[config.mk]
export PLATFORM = sky130hd
export DESIGN_NAME = swmd_ctrl
export DESIGN_NICKNAME = d
export VERILOG_FILES = /design/src/hw/rtl/swmd_pkg.sv /design/src/hw/rtl/swmd_ctrl.sv
export SDC_FILE = /design/constraint.sdc
export NUM_CORES = 1
export LEC_CHECK = 0
export BUFFER_PORTS_ARGS = -buffer_cell sky130_fd_sc_hd__buf_4
export CORE_AREA = 3 3 40 42
export CTS_BUF_LIST = sky130_fd_sc_hd__clkbuf_2
export CTS_CLUSTER_DIAMETER = 50
export DETAILED_ROUTE_END_ITERATION = 12
export DIE_AREA = 0 0 43 45
export GPL_ROUTABILITY_DRIVEN = 0
export GPL_TIMING_DRIVEN = 1
export PLACE_DENSITY = 0.38
export SLEW_MARGIN = 20
export SYNTH_ARGS = -nofsm -noshare
export SYNTH_HDL_FRONTEND = slang
export SYNTH_SLANG_ARGS = --single-unit
[constraint.sdc]
create_clock -name clk -period 1.2 [get_ports clk]
set_input_delay 0.36 -clock clk [delete_from_list [all_inputs] [get_ports clk]]
set_output_delay 0.36 -clock clk [all_outputs]
set_load 0.05 [all_outputs]
[src/hw/rtl/swmd_pkg.sv]
// Shared constants and controller/datapath handshake types for the
// sliding window median deviation unit. No dependencies.
`timescale 1ns / 1ps
package swmd_pkg;
  localparam int MAX_WINDOW  = 64;
  localparam int SAMPLE_BITS = 32;
  localparam int IDX_BITS    = $clog2(MAX_WINDOW);
  localparam int CNT_BITS    = $clog2(MAX_WINDOW + 1);
  localparam int SUM_BITS    = SAMPLE_BITS + IDX_BITS;
  localparam int COST_BITS   = SUM_BITS + 1;
  localparam int CFG_BITS    = 7;
  localparam logic [CFG_BITS-1:0] WINDOW_RESET = CFG_BITS'(3);

  typedef struct packed {
    logic accept;
    logic decide;
    logic evict;
    logic insert;
    logic load;
  } cmd_t;

  typedef struct packed {
    logic full;
    logic emit;
    logic out_busy;
  } status_t;
endpackage

[src/hw/rtl/swmd_ctrl.sv]
// Sequencer for one sample request: decide, evict, insert, deliver.
// Depends on swmd_pkg.
`timescale 1ns / 1ps
module swmd_ctrl (
  input  logic              clk,
  input  logic              rst,
  input  logic              in_valid,
  output logic              in_ready,
  input  swmd_pkg::status_t status,
  output swmd_pkg::cmd_t    cmd
);
  typedef enum logic [2:0] {IDLE, DECIDE, EVICT, INSERT, FINISH} state_t;
  state_t state;

  assign in_ready = (state == IDLE);

  always_comb begin
    cmd = '0;
    case (state)
      IDLE:    cmd.accept = in_valid;
      DECIDE:  cmd.decide = 1'b1;
      EVICT:   cmd.evict  = 1'b1;
      INSERT:  cmd.insert = 1'b1;
      FINISH:  cmd.load   = status.emit && !status.out_busy;
      default: cmd = '0;
    endcase
  end

  always_ff @(posedge clk) begin
    if (rst) begin
      state <= IDLE;
    end else begin
      case (state)
        IDLE:    if (in_valid) state <= DECIDE;
        DECIDE:  state <= status.full ? EVICT : INSERT;
        EVICT:   state <= INSERT;
        INSERT:  state <= FINISH;
        FINISH:  if (!status.emit || !status.out_busy) state <= IDLE;
        default: state <= IDLE;
      endcase
    end
  end
endmodule

==> results of run 1 <==
[power groups by stage]
stage          registers (uW)  clock network (uW)  logic [uW]
6_report                  143                 148         298
5_1_grt                   145                 171         313
3_5_place_dp              145                   0         244
2_1_floorplan             139                   0         164
3_3_place_gp              144                   0         242
4_1_cts                   143                 156         297
[synth_stat cells]
cell type	n
and3b_2	1
o21bai_1	1
xnor2_1	1
inv_1	1
and2_1	1
nand2b_1	1
or3b_1	1
nor2_1	1
nor3_1	2
dfxtp_1	3
a211oi_2	1
nand4bb_1	1
o2bb2ai_1	1
nor3b_1	2
[worst paths after layout]
| check | from | to | cells after the start |
|---|---|---|---|
| worst max-delay path | state[0] | cmd[0] | 3 |
| worst min-delay path | rst | state[0] | 2 |
| worst max register to register | state[1] | state[0] | 3 |
| worst min register to register | state[2] | state[0] | 2 |
[cell type report]
| class | instances | area (um2) |
|---|---|---|
| clock buffers | 4 | 20.0 |
| fillers | 139 | 843 |
| inverters | 1 | 3.75 |
| multi-input cells | 14 | 163 |
| flip-flops and latches | 3 | 71.3 |
| well taps | 15 | 18.8 |
| repair buffers | 17 | 165 |
[metrics by stage]
step           TNS [ps]  utilization, %  hold WS (ps)  power (uW)  instance area [um2]
3_3_place_gp       -400            26.3           495         386                  338
2_1_floorplan      -996               -           417         303                  206
5_1_grt           -1670            34.4           296         629                  442
6_report          -1240            34.4           320         588                  442
4_1_cts           -1350            33.8           305         596                  434
3_5_place_dp       -489            26.3           490         389                  338
[metal layers]
layer / GRT usage (%) / wire length (um)
met1: 8.43 / 236
met2: 8.38 / 262
met3: 5.58 / 70
met4: 3.61 / 0
met5: 0 / 0
[kinds of logic (layout without fill, tap and decap cells)]
group	Yosys count	in the layout
buf+inv	1	22
flops	3	3
compound gates	3	3
simple gates	10	10
xor+xnor	1	1
[repair_timing]
| item | 4_1_cts | 5_1_grt |
|---|---|---|
| hold buffers | 0 | 0 |
| pin swaps | 4 | 1 |
| gates resized for setup | 14 | 2 |
| endpoints found under the hold margin | 0 | 0 |
| setup buffers | 2 | 0 |
| endpoints found under the setup margin | 6 | 7 |
[placed cells by master (no fill, tap or decap), types with 3 or more instances in the layout]
cell / count
buf_4: 10
buf_6: 4
buf_8: 3
clkbuf_2: 4
dfxtp_4: 3
[worst max-delay path: stages (launching register included)]
cell and delay, ps:
dfxtp_4 370, nand4bb_4 250, nor2_4 110, buf_8 150
==> impl_metrics.yaml, run 1 <==
run_status:
  status: "complete, but fails checks"
  failed_checks: "setup timing"
detailed_routing:
  wl_per_cell_um: 10.6
  viasPerCell: 4.04
  via_count: 218
  dr.pass1.iters: 2
  wirelength_um: 570
  remaining_drc_errors: 0
  ant_nets: 0
  drtIter0Drc: 2
sta:
  fin_worst_skew_ps: 3.17
  finalHoldViolations: 0
  post-route-period-util_pct: 120
  slew_violations: 0
  rsz0062_at_grt: "true"
  slew_headroom_pct: 90.1
  setup_viol: 6
  fmax_ghz: 0.692
  tightest_slew_ps: 148
  layout_setup_ws_ps: -245
  final.min_clock_period_ps: 1450
clock_network:
  clk_latency_ps: 210
  clock-sinks: 3
  cts-root-buf: "clkbuf_2"
  htree_levels: 1
  cts_buffers: 3
  cts_tree: "yes"
  cts_buffer_depth: 2
  clk_pin_slew_ps: 40
synth:
  synth-compound-area-share_pct: 16.7
  synth-xor-area-share_pct: 5.07
  yosysWarnings: 0
  netlist_area_um2: 173
  synth_fp_nets: 24
  ys_types: 14
  synthAdderAreaFrac_pct: 0
  synthCells: 18
  synth_top_family_by_area: "simple AND/OR/NAND/NOR gates"
  ys_seq_elements: 3
  synth_area_per_cell_um2: 9.59
  yosysTopAreaCell: "dfxtp_1"
  yosys-top-cells-area: "dfxtp_1, nor3b_1, a211oi_2"
  synth-simple-area-share_pct: 41.3
  muxShareOfSynthArea_pct: 0
  yosys.area.top_type_share_pct: 34.8
  yosysSeqAreaShare_pct: 34.8
worst_setup_path:
  path_max_fanout: 8
  worstPathArrival_ps: 1090
  end_kind: "output pin"
  critPathKind: "flip-flop to output pin"
  startpoint_type: "flip-flop"
  regToRegSetupSlack_ps: 50
  cp.required_ps: 840
place:
  hpwl_um: 382
  place_ws_ps: -151
  port-buffer-count: 11
  placedCellCount: 48
final_layout:
  reg_top3: "state (3)"
  drive_gt1_share_pct: 82.1
  diodes: 0
  stdcell_count: 54
  largest_reg_flops: 3
  syn_to_final_growth_pct: 156
  nets: 46
  regMostFlops: "state"
power_and_ir_drop:
  internal-power_uw: 350
  seq_power_share_pct: 24.2
  peakVddDrop_uv: 533
  p_leak_uw: 0.000187
  p_per_area_nw_per_um2: 1330
  switching_share_pct: 40.5
  clkPwrFrac_pct: 25.1
  power_switching_uw: 238
  power_frac_comb_pct: 50.6
die:
  coreArea_um2: 1280
  fp-row-count: 13
  die_y_um: 45
  fp.dieW_um: 43
  io_pins: 12
  initial_utilization_pct: 13.4
  die_area_um2: 1940
run:
  maxCapViolCount: 0
grt:
  antenna_found_initial: 0
  grt_usage_pct: 6.91
  grt_start_max_net_pins: 9
  overflow: 0
  grt_pass1_wl_um: 917
  grt_pass1_vias: 223
min_path:
  hold_path.class: "input port to flip-flop"
(Power assumes the default switching activity.)
==> run 2: changes to the inputs <==
Settings changed: MAX_ROUTING_LAYER set to met4, PLACE_DENSITY 0.38 to not set, PLACE_DENSITY_LB_ADDON set to 0.25.
==> impl_metrics.yaml, run 2 (synthesis results as in run 1) <==
worst_setup_path:
  path_max_fanout: 7
  end_kind: "output pin"
  critPathKind: "flip-flop to output pin"
  critPathBufInv: 1
  cp_slowest_cell: "dfxtp_4"
  cp_top_family: "flip-flops"
  worstPathCellList: "nand4bb_4 > nor2_4 > buf_6"
  crit_path_max_incr_delay_ps: 370
  cp.required_ps: 840
  worstPathArrival_ps: 1080
  startpoint_type: "flip-flop"
grt:
  grt_pass1_wl_um: 1040
  grt_usage_pct: 7.47
  met1_usage_pct: 7.99
  antenna_found_initial: 0
  gr-usage-met3_pct: 0.398
  grt_pass1_vias: 250
  grt-busiest-layer: "met2"
  grt_start_max_net_pins: 9
  grtUsageMet2_pct: 12.3
  overflow: 0
final_layout:
  drive_gt1_share_pct: 81.1
  nets: 44
  final_cell_mix: "buf_4, buf_6, clkbuf_2, dfxtp_4"
  diodes: 0
  syn_to_final_growth_pct: 151
  largest_reg_flops: 3
  reg_top3: "state (3)"
  stdcell_count: 52
  regMostFlops: "state"
  final_util_pct: 33.7
  mostFrequentLayoutCell: "buf_4"
sta:
  slew_headroom_pct: 89.7
  hold_ws_ps: 334
  setup_viol: 6
  rsz0062_at_grt: "true"
  layout_setup_ws_ps: -238
  post-route-period-util_pct: 120
  fin_worst_skew_ps: 2.69
  slew_violations: 0
  tightest_slew_ps: 154
  final.min_clock_period_ps: 1440
  fmax_ghz: 0.695
  finalHoldViolations: 0
power_and_ir_drop:
  peakVddDrop_uv: 304
  clkPwrFrac_pct: 24.2
  p_leak_uw: 0.000177
  internal-power_uw: 350
  p_per_area_nw_per_um2: 1350
  seq_power_share_pct: 25.1
  switching_share_pct: 40.2
  power_switching_uw: 236
  power_frac_comb_pct: 50.7
run_status:
  failed_checks: "setup timing"
  status: "complete, but fails checks"
clock_network:
  cts-root-buf: "clkbuf_2"
  cts_tree: "yes"
  clk_pin_slew_ps: 40
  cts_buffer_depth: 2
  clk_latency_ps: 200
  cts_buffers: 3
  clock-sinks: 3
  hold_buffers: 0
  htree_levels: 1
die:
  fp-row-count: 13
  die_area_um2: 1940
  coreArea_um2: 1280
  fp.dieW_um: 43
  initial_utilization_pct: 13.4
  io_pins: 12
  die_y_um: 45
detailed_routing:
  dr.pass1.iters: 3
  viasPerCell: 4.10
  drtIter0Drc: 3
  wirelength_um: 608
  via_count: 213
  remaining_drc_errors: 0
  ant_nets: 0
  wl_per_cell_um: 11.7
place:
  hpwl_um: 394
  port-buffer-count: 11
  placedCellCount: 47
min_path:
  hold_path.class: "input port to flip-flop"
run:
  maxCapViolCount: 0
## run 2: changes by cell type in the layout (fill, tap and decap cells not counted)
| cell | previous run | this run |
|---|---|---|
| buf_4 | 10 | 7 |
| nor3b_4 | 1 | 2 |
| buf_6 | 4 | 6 |
| nor3b_2 | 1 | 0 |
| buf_8 | 3 | 2 |
## run 2: power groups by stage
stage                     Combinational [uW]  Sequential (uW)  Clock [uW]
final                                    297              147         142
after global routing                     315              151         150
after CTS                                284              145         147
after detailed placement                 245              145           0
after global placement                   241              143           0
after floorplan                          164              139           0
## run 2: metrics by stage
| step | TNS, ps | power [uW] | cell area, um2 | worst slack (ps) |
|---|---|---|---|---|
| after floorplan | -996 | 303 | 206 | -348 |
| after global placement | -362 | 384 | 330 | -118 |
| after detailed placement | -471 | 390 | 330 | -141 |
| after CTS | -1280 | 576 | 415 | -247 |
| after global routing | -1450 | 615 | 433 | -277 |
| final | -1200 | 586 | 433 | -238 |
## run 2: what timing repair did
| action | CTS | global route |
|---|---|---|
| pin swaps | 1 | 3 |
| setup endpoints to repair | 6 | 6 |
| buffers inserted | 1 | 0 |
| resized for setup | 13 | 4 |
| cloned | 0 | 0 |
## run 2: final timing paths
kind	slack (ps)	cells past startpoint	end	from
min reg2reg	600	2	state[1]	state[0]
max	-240	3	cmd[0]	state[0]
max reg2reg	140	2	state[0]	state[1]
min	330	2	state[0]	rst
## run 2: area by class of cell
type / count / area, um2
Inverter: 1 / 3.75
Tap cell: 15 / 18.8
Multi-Input combinational cell: 14 / 169
Sequential cell: 3 / 71.3
Fill cell: 145 / 852
Clock buffer: 4 / 20.0
Timing Repair Buffer: 15 / 150
## run 2: layer usage
| layer | up-vias | wire (um) | part of all wire [%] |
|---|---|---|---|
| li1 | 104 | - | - |
| met1 | 101 | 254 | 42 |
| met2 | 8 | 313 | 51 |
| met3 | 0 | 40 | 6.6 |
| met4 | 0 | 0 | 0 |
| met5 | - | 0 | 0 |
